<file path="config.mk">
export PLATFORM = sky130hd
export DESIGN_NAME = bitmap_pixel_rotator_flat
export DESIGN_NICKNAME = d
export VERILOG_FILES = /design/src/design/bpr_pkg.sv /design/src/design/bpr_if.sv /design/src/design/bpr_front.sv /design/src/design/bpr_queue.sv /design/src/design/bpr_back.sv /design/src/design/bitmap_pixel_rotator.sv /design/src/flat_wrapper.sv
export VERILOG_INCLUDE_DIRS = /design/src /design/src/design
export SDC_FILE = /design/constraint.sdc
export NUM_CORES = 2
export LEC_CHECK = 0
export BUFFER_PORTS_ARGS = -buffer_cell sky130_fd_sc_hd__buf_4
export CORE_ASPECT_RATIO = 0.6
export CORE_MARGIN = 10
export CORE_UTILIZATION = 50
export CTS_BUF_LIST = sky130_fd_sc_hd__clkbuf_8
export DETAILED_ROUTE_END_ITERATION = 12
export PLACE_DENSITY = 0.68
export REMOVE_ABC_BUFFERS = 1
export SKIP_CTS_REPAIR_TIMING = 1
export SLEW_MARGIN = 0
export SYNTH_ARGS = -nofsm -noshare
export SYNTH_HDL_FRONTEND = slang
export SYNTH_SLANG_ARGS = --single-unit
</file>
<file path="constraint.sdc">
create_clock -name clk -period 20.1 [get_ports clk]
set_clock_uncertainty 0.05 [all_clocks]
set_input_delay 4.02 -clock clk [delete_from_list [all_inputs] [get_ports clk]]
set_output_delay 4.02 -clock clk [all_outputs]
set_load 0.02 [all_outputs]
</file>
<file path="src/design/assert_macros.svh">
// assertion macros for the rtl files; only bpr_back.sv includes them
`ifndef ASSERT_MACROS_SVH
`define ASSERT_MACROS_SVH

// same-cycle implication, disabled during reset
`define ASSERT_IMPL(label, clk, rst, ante, cons) \
  label: assert property (@(posedge clk) disable iff (rst) (ante) |-> (cons)) \
    else $error("assertion failed");

// next-cycle implication, disabled during reset
`define ASSERT_NEXT(label, clk, rst, ante, cons) \
  label: assert property (@(posedge clk) disable iff (rst) (ante) |=> (cons)) \
    else $error("assertion failed");

`endif

</file>
<file path="src/design/bpr_pkg.sv">
// types, constants and the sine table of the bitmap pixel rotator
`default_nettype none

package bpr_pkg;

  localparam int COORD_BITS     = 10;
  localparam int TRIG_FRAC_BITS = 15;
  localparam int OUT_BITS       = COORD_BITS + 2;
  localparam int ANGLE_BITS     = 9;
  localparam int COLOR_BITS     = 24;
  localparam int PROD_BITS      = COORD_BITS + TRIG_FRAC_BITS + 2;
  localparam int SUM_BITS       = PROD_BITS + 1;
  localparam int QUEUE_DEPTH    = 2;  // power of two, pointers wrap freely

  localparam int HALF_TURN      = 180;
  localparam int FULL_TURN      = 360;
  localparam int QUARTER_TURN   = 90;
  localparam int TAB_IDX_BITS   = $clog2(QUARTER_TURN + 1);
  localparam longint unsigned PI_Q30 = 64'd3373259426;

  localparam int CFG_IDX_BITS   = 3;
  localparam int CFG_DATA_BITS  = (COORD_BITS > ANGLE_BITS) ? COORD_BITS : ANGLE_BITS;

  typedef logic [CFG_IDX_BITS-1:0] cfg_idx_t;
  localparam cfg_idx_t REG_ORIGIN_X  = 3'd0;
  localparam cfg_idx_t REG_ORIGIN_Y  = 3'd1;
  localparam cfg_idx_t REG_ANCHOR_X  = 3'd2;
  localparam cfg_idx_t REG_ANCHOR_Y  = 3'd3;
  localparam cfg_idx_t REG_ANGLE_DEG = 3'd4;

  typedef logic [COORD_BITS-1:0]           coord_t;
  typedef logic signed [COORD_BITS:0]      delta_t;
  typedef logic [ANGLE_BITS-1:0]           angle_t;
  typedef logic [COLOR_BITS-1:0]           color_t;
  typedef logic [TRIG_FRAC_BITS:0]         trig_mag_t;
  typedef logic signed [TRIG_FRAC_BITS+1:0] trig_t;
  typedef logic signed [PROD_BITS-1:0]     prod_t;
  typedef logic signed [SUM_BITS-1:0]      sum_t;
  typedef logic signed [OUT_BITS-1:0]      out_t;
  typedef logic [TAB_IDX_BITS-1:0]         tab_idx_t;
  typedef trig_mag_t sin_tab_t [QUARTER_TURN+1];

  typedef struct packed {
    coord_t origin_x;
    coord_t origin_y;
    coord_t anchor_x;
    coord_t anchor_y;
    angle_t angle_deg;
  } cfg_t;

  typedef struct packed {
    delta_t dx;
    delta_t dy;
    trig_t  sin_v;
    trig_t  cos_v;
    color_t color;
    logic   eoi;
  } queue_entry_t;

  // bias that turns a floor shift into truncation toward zero for negative sums
  localparam sum_t TRUNC_BIAS = sum_t'((1 << TRIG_FRAC_BITS) - 1);

  // sin of r degrees (0..90), q30 taylor series rounded to the table format
  function automatic trig_mag_t sin_quarter(input int unsigned r);
    longint unsigned a;
    longint unsigned a2;
    longint unsigned term;
    longint          sum;
    longint          v;
    a    = (PI_Q30 * longint'(r)) / HALF_TURN;
    a2   = (a * a) >> 30;
    term = a;
    sum  = longint'(a);
    // each term is the one before times a^2 over (2k)(2k+1), signs alternate
    term = ((term * a2) >> 30) / 64'd6;
    sum  = sum - longint'(term);
    term = ((term * a2) >> 30) / 64'd20;
    sum  = sum + longint'(term);
    term = ((term * a2) >> 30) / 64'd42;
    sum  = sum - longint'(term);
    term = ((term * a2) >> 30) / 64'd72;
    sum  = sum + longint'(term);
    term = ((term * a2) >> 30) / 64'd110;
    sum  = sum - longint'(term);
    term = ((term * a2) >> 30) / 64'd156;
    sum  = sum + longint'(term);
    term = ((term * a2) >> 30) / 64'd210;
    sum  = sum - longint'(term);
    term = ((term * a2) >> 30) / 64'd272;
    sum  = sum + longint'(term);
    term = ((term * a2) >> 30) / 64'd342;
    sum  = sum - longint'(term);
    term = ((term * a2) >> 30) / 64'd420;
    sum  = sum + longint'(term);
    if (sum < 0) sum = 0;
    v = (sum + (longint'(1) << (29 - TRIG_FRAC_BITS))) >>> (30 - TRIG_FRAC_BITS);
    if (v > (longint'(1) << TRIG_FRAC_BITS)) v = longint'(1) << TRIG_FRAC_BITS;
    return trig_mag_t'(v);
  endfunction

  function automatic sin_tab_t build_sin_tab();
    sin_tab_t t;
    for (int r = 0; r <= QUARTER_TURN; r++) begin
      t[r] = sin_quarter(r);
    end
    return t;
  endfunction

  localparam sin_tab_t SIN_TAB = build_sin_tab();

endpackage

`default_nettype wire

</file>
<file path="src/design/bpr_if.sv">
// channel interfaces: pixel input, pixel write output, register write
`default_nettype none

interface bpr_in_if;
  logic                                valid;
  logic                                ready;
  logic [bpr_pkg::COORD_BITS-1:0]      src_x;
  logic [bpr_pkg::COORD_BITS-1:0]      src_y;
  logic [bpr_pkg::COLOR_BITS-1:0]      pixel_color;
  logic                                end_of_image;
  modport source (output valid, src_x, src_y, pixel_color, end_of_image, input ready);
  modport sink   (input valid, src_x, src_y, pixel_color, end_of_image, output ready);
endinterface

interface bpr_out_if;
  logic                                valid;
  logic                                ready;
  logic signed [bpr_pkg::OUT_BITS-1:0] draw_x;
  logic signed [bpr_pkg::OUT_BITS-1:0] draw_y;
  logic [bpr_pkg::COLOR_BITS-1:0]      draw_color;
  logic                                pair_last;
  logic                                image_done;
  modport source (output valid, draw_x, draw_y, draw_color, pair_last, image_done,
                  input ready);
  modport sink   (input valid, draw_x, draw_y, draw_color, pair_last, image_done,
                  output ready);
endinterface

interface bpr_cfg_if;
  logic                                valid;
  logic                                ready;
  logic [bpr_pkg::CFG_IDX_BITS-1:0]    reg_index;
  logic [bpr_pkg::CFG_DATA_BITS-1:0]   wr_data;
  modport source (output valid, reg_index, wr_data, input ready);
  modport sink   (input valid, reg_index, wr_data, output ready);
endinterface

`default_nettype wire

</file>
<file path="src/design/bpr_front.sv">
// front end: takes pixels, forms anchor offsets and picks signed sin/cos
`default_nettype none

module bpr_front (
  bpr_in_if.sink                 in_pix,
  input  bpr_pkg::cfg_t          cfg,
  output logic                   push_valid,
  input  logic                   push_ready,
  output bpr_pkg::queue_entry_t  push_data
);
  import bpr_pkg::*;

  localparam logic [1:0] QUAD_FIRST  = 2'd0;
  localparam logic [1:0] QUAD_SECOND = 2'd1;
  localparam logic [1:0] QUAD_THIRD  = 2'd2;
  localparam logic [1:0] QUAD_FOURTH = 2'd3;

  localparam angle_t ANGLE_FULL = angle_t'(FULL_TURN);
  localparam angle_t ANGLE_Q1   = angle_t'(QUARTER_TURN);
  localparam angle_t ANGLE_Q2   = angle_t'(2 * QUARTER_TURN);
  localparam angle_t ANGLE_Q3   = angle_t'(3 * QUARTER_TURN);

  angle_t    deg;
  angle_t    base;
  angle_t    rem;
  logic [1:0] quad;
  tab_idx_t  r_idx;
  tab_idx_t  c_idx;
  trig_t     sr;
  trig_t     cr;
  trig_t     sin_v;
  trig_t     cos_v;

  always_comb begin
    deg = (cfg.angle_deg >= ANGLE_FULL) ? cfg.angle_deg - ANGLE_FULL : cfg.angle_deg;
    if (deg >= ANGLE_Q3) begin
      quad = QUAD_FOURTH;
      base = ANGLE_Q3;
    end else if (deg >= ANGLE_Q2) begin
      quad = QUAD_THIRD;
      base = ANGLE_Q2;
    end else if (deg >= ANGLE_Q1) begin
      quad = QUAD_SECOND;
      base = ANGLE_Q1;
    end else begin
      quad = QUAD_FIRST;
      base = '0;
    end
    rem   = deg - base;
    r_idx = rem[TAB_IDX_BITS-1:0];
    c_idx = tab_idx_t'(QUARTER_TURN) - r_idx;
    sr    = $signed({1'b0, SIN_TAB[r_idx]});
    cr    = $signed({1'b0, SIN_TAB[c_idx]});
    // zero angle lands here too: sin 0, cos one, which passes the offset through
    case (quad)
      QUAD_FIRST: begin
        sin_v = sr;
        cos_v = cr;
      end
      QUAD_SECOND: begin
        sin_v = cr;
        cos_v = -sr;
      end
      QUAD_THIRD: begin
        sin_v = -sr;
        cos_v = -cr;
      end
      QUAD_FOURTH: begin
        sin_v = -cr;
        cos_v = sr;
      end
      default: begin
        sin_v = sr;
        cos_v = cr;
      end
    endcase
  end

  assign in_pix.ready     = push_ready;
  assign push_valid       = in_pix.valid;
  assign push_data.dx     = $signed({1'b0, in_pix.src_x}) - $signed({1'b0, cfg.anchor_x});
  assign push_data.dy     = $signed({1'b0, in_pix.src_y}) - $signed({1'b0, cfg.anchor_y});
  assign push_data.sin_v  = sin_v;
  assign push_data.cos_v  = cos_v;
  assign push_data.color  = in_pix.pixel_color;
  assign push_data.eoi    = in_pix.end_of_image;

endmodule

`default_nettype wire

</file>
<file path="src/design/bpr_queue.sv">
// short register queue between the front end and the rotate pipeline
`default_nettype none

module bpr_queue (
  input  logic                   clk,
  input  logic                   rst,
  input  logic                   push_valid,
  output logic                   push_ready,
  input  bpr_pkg::queue_entry_t  push_data,
  output logic                   pop_valid,
  input  logic                   pop_ready,
  output bpr_pkg::queue_entry_t  pop_data
);
  import bpr_pkg::*;

  localparam int PTR_BITS = (QUEUE_DEPTH > 1) ? $clog2(QUEUE_DEPTH) : 1;
  localparam int CNT_BITS = $clog2(QUEUE_DEPTH + 1);

  queue_entry_t          entries [QUEUE_DEPTH];
  logic [PTR_BITS-1:0]   wr_ptr;
  logic [PTR_BITS-1:0]   rd_ptr;
  logic [CNT_BITS-1:0]   count;
  logic [CNT_BITS-1:0]   count_next;
  logic                  push;
  logic                  pop;

  assign push_ready = (count != CNT_BITS'(QUEUE_DEPTH));
  assign pop_valid  = (count != '0);
  assign pop_data   = entries[rd_ptr];
  assign push       = push_valid && push_ready;
  assign pop        = pop_valid && pop_ready;

  always_comb begin
    case ({push, pop})
      2'b10:   count_next = count + 1'b1;
      2'b01:   count_next = count - 1'b1;
      default: count_next = count;
    endcase
  end

  always_ff @(posedge clk) begin
    if (rst) begin
      wr_ptr <= '0;
      rd_ptr <= '0;
      count  <= '0;
    end else begin
      if (push) wr_ptr <= wr_ptr + 1'b1;
      if (pop)  rd_ptr <= rd_ptr + 1'b1;
      count <= count_next;
    end
  end

  always_ff @(posedge clk) begin
    if (push) entries[wr_ptr] <= push_data;
  end

endmodule

`default_nettype wire

</file>
<file path="src/design/bpr_back.sv">
// back end: multiply, sum and truncate, then emit the two writes of each pixel
`default_nettype none
`include "assert_macros.svh"

module bpr_back (
  input  logic                   clk,
  input  logic                   rst,
  input  bpr_pkg::cfg_t          cfg,
  input  logic                   pop_valid,
  output logic                   pop_ready,
  input  bpr_pkg::queue_entry_t  pop_data,
  bpr_out_if.source              out_pix
);
  import bpr_pkg::*;

  // product stage
  logic   s1_valid;
  prod_t  p_xc;
  prod_t  p_ys;
  prod_t  p_xs;
  prod_t  p_yc;
  color_t s1_color;
  logic   s1_eoi;

  // output register, phase 0 is the write at x, phase 1 the one at x + 1
  logic   o_valid;
  logic   o_phase;
  out_t   o_x;
  out_t   o_y;
  color_t o_color;
  logic   o_eoi;

  logic   o_load;
  logic   s1_load;
  sum_t   sum_x;
  sum_t   sum_y;
  out_t   x_next;
  out_t   y_next;

  function automatic out_t trunc_zero(input sum_t v);
    sum_t biased;
    sum_t shifted;
    biased  = v[SUM_BITS-1] ? v + TRUNC_BIAS : v;
    shifted = biased >>> TRIG_FRAC_BITS;
    return shifted[OUT_BITS-1:0];
  endfunction

  assign o_load    = !o_valid || (o_phase && out_pix.ready);
  assign s1_load   = !s1_valid || o_load;
  assign pop_ready = s1_load;

  always_comb begin
    sum_x  = sum_t'(p_xc) - sum_t'(p_ys);
    sum_y  = sum_t'(p_xs) + sum_t'(p_yc);
    x_next = out_t'({1'b0, cfg.origin_x}) + trunc_zero(sum_x);
    y_next = out_t'({1'b0, cfg.origin_y}) + trunc_zero(sum_y);
  end

  always_ff @(posedge clk) begin
    if (rst) begin
      s1_valid <= 1'b0;
      o_valid  <= 1'b0;
      o_phase  <= 1'b0;
    end else begin
      if (s1_load) s1_valid <= pop_valid;
      if (o_load) begin
        o_valid <= s1_valid;
        o_phase <= 1'b0;
      end else if (out_pix.ready) begin
        o_phase <= 1'b1;
      end
    end
  end

  always_ff @(posedge clk) begin
    if (s1_load && pop_valid) begin
      p_xc     <= prod_t'(pop_data.dx) * prod_t'(pop_data.cos_v);
      p_ys     <= prod_t'(pop_data.dy) * prod_t'(pop_data.sin_v);
      p_xs     <= prod_t'(pop_data.dx) * prod_t'(pop_data.sin_v);
      p_yc     <= prod_t'(pop_data.dy) * prod_t'(pop_data.cos_v);
      s1_color <= pop_data.color;
      s1_eoi   <= pop_data.eoi;
    end
    if (o_load && s1_valid) begin
      o_x     <= x_next;
      o_y     <= y_next;
      o_color <= s1_color;
      o_eoi   <= s1_eoi;
    end
  end

  assign out_pix.valid      = o_valid;
  assign out_pix.draw_x     = o_phase ? o_x + out_t'(1) : o_x;
  assign out_pix.draw_y     = o_y;
  assign out_pix.draw_color = o_color;
  assign out_pix.pair_last  = o_phase;
  assign out_pix.image_done = o_phase && o_eoi;

  `ASSERT_NEXT(pair_follows_first, clk, rst, out_pix.valid && out_pix.ready && !out_pix.pair_last, out_pix.valid && out_pix.pair_last && $stable(out_pix.draw_y))
  `ASSERT_NEXT(second_is_x_plus_one, clk, rst, out_pix.valid && out_pix.ready && !out_pix.pair_last, out_pix.draw_x == out_t'($past(out_pix.draw_x) + out_t'(1)))
  `ASSERT_IMPL(done_only_on_second, clk, rst, out_pix.valid && out_pix.image_done, out_pix.pair_last)

endmodule

`default_nettype wire

</file>
<file path="src/design/bitmap_pixel_rotator.sv">
// top level: register file, front end, queue and rotate pipeline
`default_nettype none

// Rotates bitmap pixels about the anchor by a whole-degree angle, places them
// at the widget origin and emits two frame writes per pixel, at (x, y) and
// then at (x + 1, y). The output register holds each pixel for its two
// writes, one per cycle when the output is ready, while the front end and a
// two-entry queue keep taking pixels. An accepted pixel passes through the
// queue, the product stage and the output register before its first write.
// Anchor and angle are read as a pixel is accepted, origin as it enters the
// output register; write them only while no pixel is in flight.
module bitmap_pixel_rotator (
  input  logic       clk,
  input  logic       rst,
  bpr_in_if.sink     in_pix,
  bpr_out_if.source  out_pix,
  bpr_cfg_if.sink    cfg
);
  import bpr_pkg::*;

  cfg_t          cfg_regs;
  logic          push_valid;
  logic          push_ready;
  queue_entry_t  push_data;
  logic          pop_valid;
  logic          pop_ready;
  queue_entry_t  pop_data;

  assign cfg.ready = 1'b1;

  always_ff @(posedge clk) begin
    if (rst) begin
      cfg_regs <= '0;
    end else if (cfg.valid) begin
      case (cfg.reg_index)
        REG_ORIGIN_X:  cfg_regs.origin_x  <= cfg.wr_data[COORD_BITS-1:0];
        REG_ORIGIN_Y:  cfg_regs.origin_y  <= cfg.wr_data[COORD_BITS-1:0];
        REG_ANCHOR_X:  cfg_regs.anchor_x  <= cfg.wr_data[COORD_BITS-1:0];
        REG_ANCHOR_Y:  cfg_regs.anchor_y  <= cfg.wr_data[COORD_BITS-1:0];
        REG_ANGLE_DEG: cfg_regs.angle_deg <= cfg.wr_data[ANGLE_BITS-1:0];
        default: ;
      endcase
    end
  end

  bpr_front u_front (
    .in_pix     (in_pix),
    .cfg        (cfg_regs),
    .push_valid (push_valid),
    .push_ready (push_ready),
    .push_data  (push_data)
  );

  bpr_queue u_queue (
    .clk        (clk),
    .rst        (rst),
    .push_valid (push_valid),
    .push_ready (push_ready),
    .push_data  (push_data),
    .pop_valid  (pop_valid),
    .pop_ready  (pop_ready),
    .pop_data   (pop_data)
  );

  bpr_back u_back (
    .clk       (clk),
    .rst       (rst),
    .cfg       (cfg_regs),
    .pop_valid (pop_valid),
    .pop_ready (pop_ready),
    .pop_data  (pop_data),
    .out_pix   (out_pix)
  );

endmodule

`default_nettype wire

</file>
<file path="src/flat_wrapper.sv">
// flat-port wrapper written by rule: the top's interface ports become plain ports
module bitmap_pixel_rotator_flat import bpr_pkg::*;
  (clk, rst, in_pix_valid, in_pix_src_x, in_pix_src_y, in_pix_pixel_color, in_pix_end_of_image, in_pix_ready, out_pix_valid, out_pix_draw_x, out_pix_draw_y, out_pix_draw_color, out_pix_pair_last, out_pix_image_done, out_pix_ready, cfg_valid, cfg_reg_index, cfg_wr_data, cfg_ready);
  bpr_in_if in_pix_i ();
  bpr_out_if out_pix_i ();
  bpr_cfg_if cfg_i ();
  input  logic clk;
  input  logic rst;
  input wire logic [$bits(in_pix_i.valid)-1:0] in_pix_valid;
  input wire logic [$bits(in_pix_i.src_x)-1:0] in_pix_src_x;
  input wire logic [$bits(in_pix_i.src_y)-1:0] in_pix_src_y;
  input wire logic [$bits(in_pix_i.pixel_color)-1:0] in_pix_pixel_color;
  input wire logic [$bits(in_pix_i.end_of_image)-1:0] in_pix_end_of_image;
  output wire logic [$bits(in_pix_i.ready)-1:0] in_pix_ready;
  output wire logic [$bits(out_pix_i.valid)-1:0] out_pix_valid;
  output wire logic [$bits(out_pix_i.draw_x)-1:0] out_pix_draw_x;
  output wire logic [$bits(out_pix_i.draw_y)-1:0] out_pix_draw_y;
  output wire logic [$bits(out_pix_i.draw_color)-1:0] out_pix_draw_color;
  output wire logic [$bits(out_pix_i.pair_last)-1:0] out_pix_pair_last;
  output wire logic [$bits(out_pix_i.image_done)-1:0] out_pix_image_done;
  input wire logic [$bits(out_pix_i.ready)-1:0] out_pix_ready;
  input wire logic [$bits(cfg_i.valid)-1:0] cfg_valid;
  input wire logic [$bits(cfg_i.reg_index)-1:0] cfg_reg_index;
  input wire logic [$bits(cfg_i.wr_data)-1:0] cfg_wr_data;
  output wire logic [$bits(cfg_i.ready)-1:0] cfg_ready;
  assign in_pix_i.valid = in_pix_valid;
  assign in_pix_i.src_x = in_pix_src_x;
  assign in_pix_i.src_y = in_pix_src_y;
  assign in_pix_i.pixel_color = in_pix_pixel_color;
  assign in_pix_i.end_of_image = in_pix_end_of_image;
  assign in_pix_ready = in_pix_i.ready;
  assign out_pix_valid = out_pix_i.valid;
  assign out_pix_draw_x = out_pix_i.draw_x;
  assign out_pix_draw_y = out_pix_i.draw_y;
  assign out_pix_draw_color = out_pix_i.draw_color;
  assign out_pix_pair_last = out_pix_i.pair_last;
  assign out_pix_image_done = out_pix_i.image_done;
  assign out_pix_i.ready = out_pix_ready;
  assign cfg_i.valid = cfg_valid;
  assign cfg_i.reg_index = cfg_reg_index;
  assign cfg_i.wr_data = cfg_wr_data;
  assign cfg_ready = cfg_i.ready;
  bitmap_pixel_rotator u_core (.clk(clk), .rst(rst), .in_pix(in_pix_i), .out_pix(out_pix_i), .cfg(cfg_i));
endmodule
</file>
==> reports/metrics.cfg <==
[timing]
setup_violations=0
min_period_over_period_pct=46.12
worst_slack_ns=10.83
post-route-min-period_ns=9.270
hold_viol_final=0
slew_headroom_pct=-1.190
fmax_mhz=107.9
fin_hold_ws_ns=0.3689
rsz0062_at_grt=no
fin_setup_tns_ns=0
drv_slew=1
tightestPinTransition_ns=1.488

[setup_path]
crit_fanout=40
worst-r2r-cell-count=24
endpoint_kind=flip-flop
crit_chain=inv_1 > ha_1 > nand2b_1 > o21ai_1 > nor3_1 > or2_1 > o31a_1 > o211ai_1 > inv_1 > fa_2 > xnor3_1 > nand4_2 > a21oi_4 > xnor2_2 > buf_4 > nor2_2 > a2111o_1 > a32oi_2 > ha_1 > inv_1 > a211oi_2 > nand4_1 > xnor2_1 > o211ai_1
crit_type=reg -> reg
r2r-start=u_core.cfg_regs[3]
critPathCapture=u_core.u_queue.entries[0][56]
worst_ep_arrival_time_ns=9.66
rrSetupSlack_ns=10.83
slowest_stage=xnor3_1
reg2reg_to=u_core.u_queue.entries[0][56]
setup.worst_path.start_class=flip-flop
critPathLaunch=u_core.cfg_regs[3]
critPathMostFrequentCell=inv_1
required_ns=20.49
slowest_delay_ns=0.76

[drt]
drt-pass1-iter-count=7
drt_drc_violations_left=0
drtIter0Drc=5065
drt_wl_total_um=165300
top_layer_used=met5
viasPerCell=6.025
ant_nets=0
wl_met3_um=27280
routedWlPerCell_um=24.33
wl_met2_um=59620
met1_length_um=74050
vias=40930

[synth]
synth_edf_count=344
synth_area_um2=50230
ys.flop_type=edfxtp_1
ys_warn_count=0
async_reset_ff_share_pct=0
syn_area_per_cell_um2=9.343
ys_ff_latch=401
syn_inst=5376
ys_seq_area_share_pct=22.84
ys_types=124

[layout]
area_delta_synth_final_pct=7.625
fin_nets=6499
layout_commonest_cell=inv_1
final_layout_size_suffix_gt1_share_pct=9.119
final_cell_mix=859 x inv_1, 674 x fa_1, 666 x nand2_1
postLayoutCellArea_um2=54060

[cts]
cts_tree=done
cts_made_buffers=68
h-tree-depth=3
clock_sinks=401
cts.clk_slew.worst_paths_ns=0.06
cts_root_buf=clkbuf_8
cts_max_path_buffers=3
clkLatencyLatePin_ns=0.73

[floorplan]
start_util_pct=50.74
ios=116
dieArea_um2=113900
die_x_um=429.2
die_y_um=265.5
rows=89
coreArea_um2=99000

[outcome]
violations=capacitance limit, slew limit
status=finished with violations

[global_routing]
grt_usage_pct=28.78
grt_pass1_wl_um=251600
overflow=0
antenna_found_initial=3
grt_pass1_vias=39770
grt_max_degree=65

[placement]
port_buffers=114
place_area_um2=52610
dp_hpwl_um=125900
pre_cts_ws_ns=11.18
globalplace.congestion=1.033

[job]
maxCapViolCount=1

[hold_path]
hp-class=reg -> reg

[cells by family after synthesis]
kind of cell | Yosys count | share of synthesized area [%]
other | 1 | 0.007466
AO/OA/AOI/OAI | 869 | 11.76
XOR/XNOR | 238 | 4.310
flip-flops | 401 | 22.84
adder cells (fa/ha/maj) | 1021 | 35.51
AND/OR/NAND/NOR | 1601 | 13.77
multiplexers | 159 | 3.373
buffers and inverters | 1086 | 8.425
[synthesized netlist by cell type (25+ instances only)]
library cell  count  area [um2]
nor2_1          576        2162
nor3_1           78       390.4
inv_1           841        3157
a31oi_1          35       219.0
mux2i_1          80       800.8
nand2_1         666        2500
ha_1            344        4304
nor2b_1          34       212.7
fa_1            675       13510
xnor2_1         160        1401
mux2_2           78       878.3
buf_2            25       125.1
a21oi_1         235        1176
nand3_1          64       320.3
o21a_1           35       262.8
xor2_1           72       630.6
a211oi_1         33       247.7
nand2b_1         29       181.4
o21ai_0         155       775.7
o211ai_1         31       232.7
edfxtp_1        344       10330
clkbuf_1        183       686.9
dfxtp_1          57        1141
a21o_1           56       420.4
[cell type report]
class / instances / area, um2
Clock buffer: 72 / 991.0
Clock inverter: 53 / 439.2
Antenna cell: 3 / 7.507
Sequential cell: 401 / 11470
Timing Repair Buffer: 214 / 1610
Multi-Input combinational cell: 3889 / 34720
Tap cell: 1319 / 1650
Inverter: 843 / 3164
Fill cell: 8804 / 44940
[worst min-delay path by stage]
stage / startpoint / endpoint / slack (ns) / cells after the start
after floorplan: u_core.u_back.s1_eoi / u_core.u_back.o_eoi / 0.35 / 0
after global routing: u_core.u_back.s1_color[6] / u_core.u_back.out_pix.draw_color[6] / 0.38 / 0
after CTS: u_core.u_back.s1_color[6] / u_core.u_back.out_pix.draw_color[6] / 0.37 / 0
after global placement: u_core.u_back.s1_color[1] / u_core.u_back.out_pix.draw_color[1] / 0.35 / 0
final: u_core.u_back.s1_color[9] / u_core.u_back.out_pix.draw_color[9] / 0.37 / 0
after detailed placement: u_core.u_back.s1_color[6] / u_core.u_back.out_pix.draw_color[6] / 0.35 / 0
[layer usage]
layer	up-vias	track usage (%)
met2	2696	35.23
met4	6	6.938
met1	20180	44.18
li1	17810	-
met3	240	13.22
met5	-	1.765
[flip-flops by register name, summed over array words and instances, names as in the netlist, 2 cells and up, named ones only]
register and cells:
u_core.u_back.out_pix.draw_color 24, u_core.u_back.out_pix.draw_y 12, u_core.u_back.p_xs 27, u_core.u_queue.entries 162
u_core.u_back.o_x 12, u_core.u_queue.count 2, u_core.u_back.p_ys 27, u_core.u_back.p_yc 27
u_core.cfg_regs 49, u_core.u_back.s1_color 24, u_core.u_back.p_xc 27
[critical path: cells and delay by family, from the launching register on]
| kind | cells | cell delay (ns) |
|---|---|---|
| AO/OA/AOI/OAI | 8 | 3.49 |
| AND/OR/NAND/NOR | 6 | 1.81 |
| XOR/XNOR | 3 | 1.18 |
| adder cells (fa/ha/maj) | 3 | 1.02 |
| buffers and inverters | 4 | 0.86 |
| flip-flops | 1 | 0.53 |
[stage by stage]
stage	utilization (%)	cells
floorplan	-	5133
global placement	53.14	6665
detailed placement	53.14	6665
CTS	54.59	6790
global route	54.60	6791
finish	54.61	6794
Power is not shown: default switching activity piles up to over one toggle a cycle in this logic, so the estimate is an artifact.
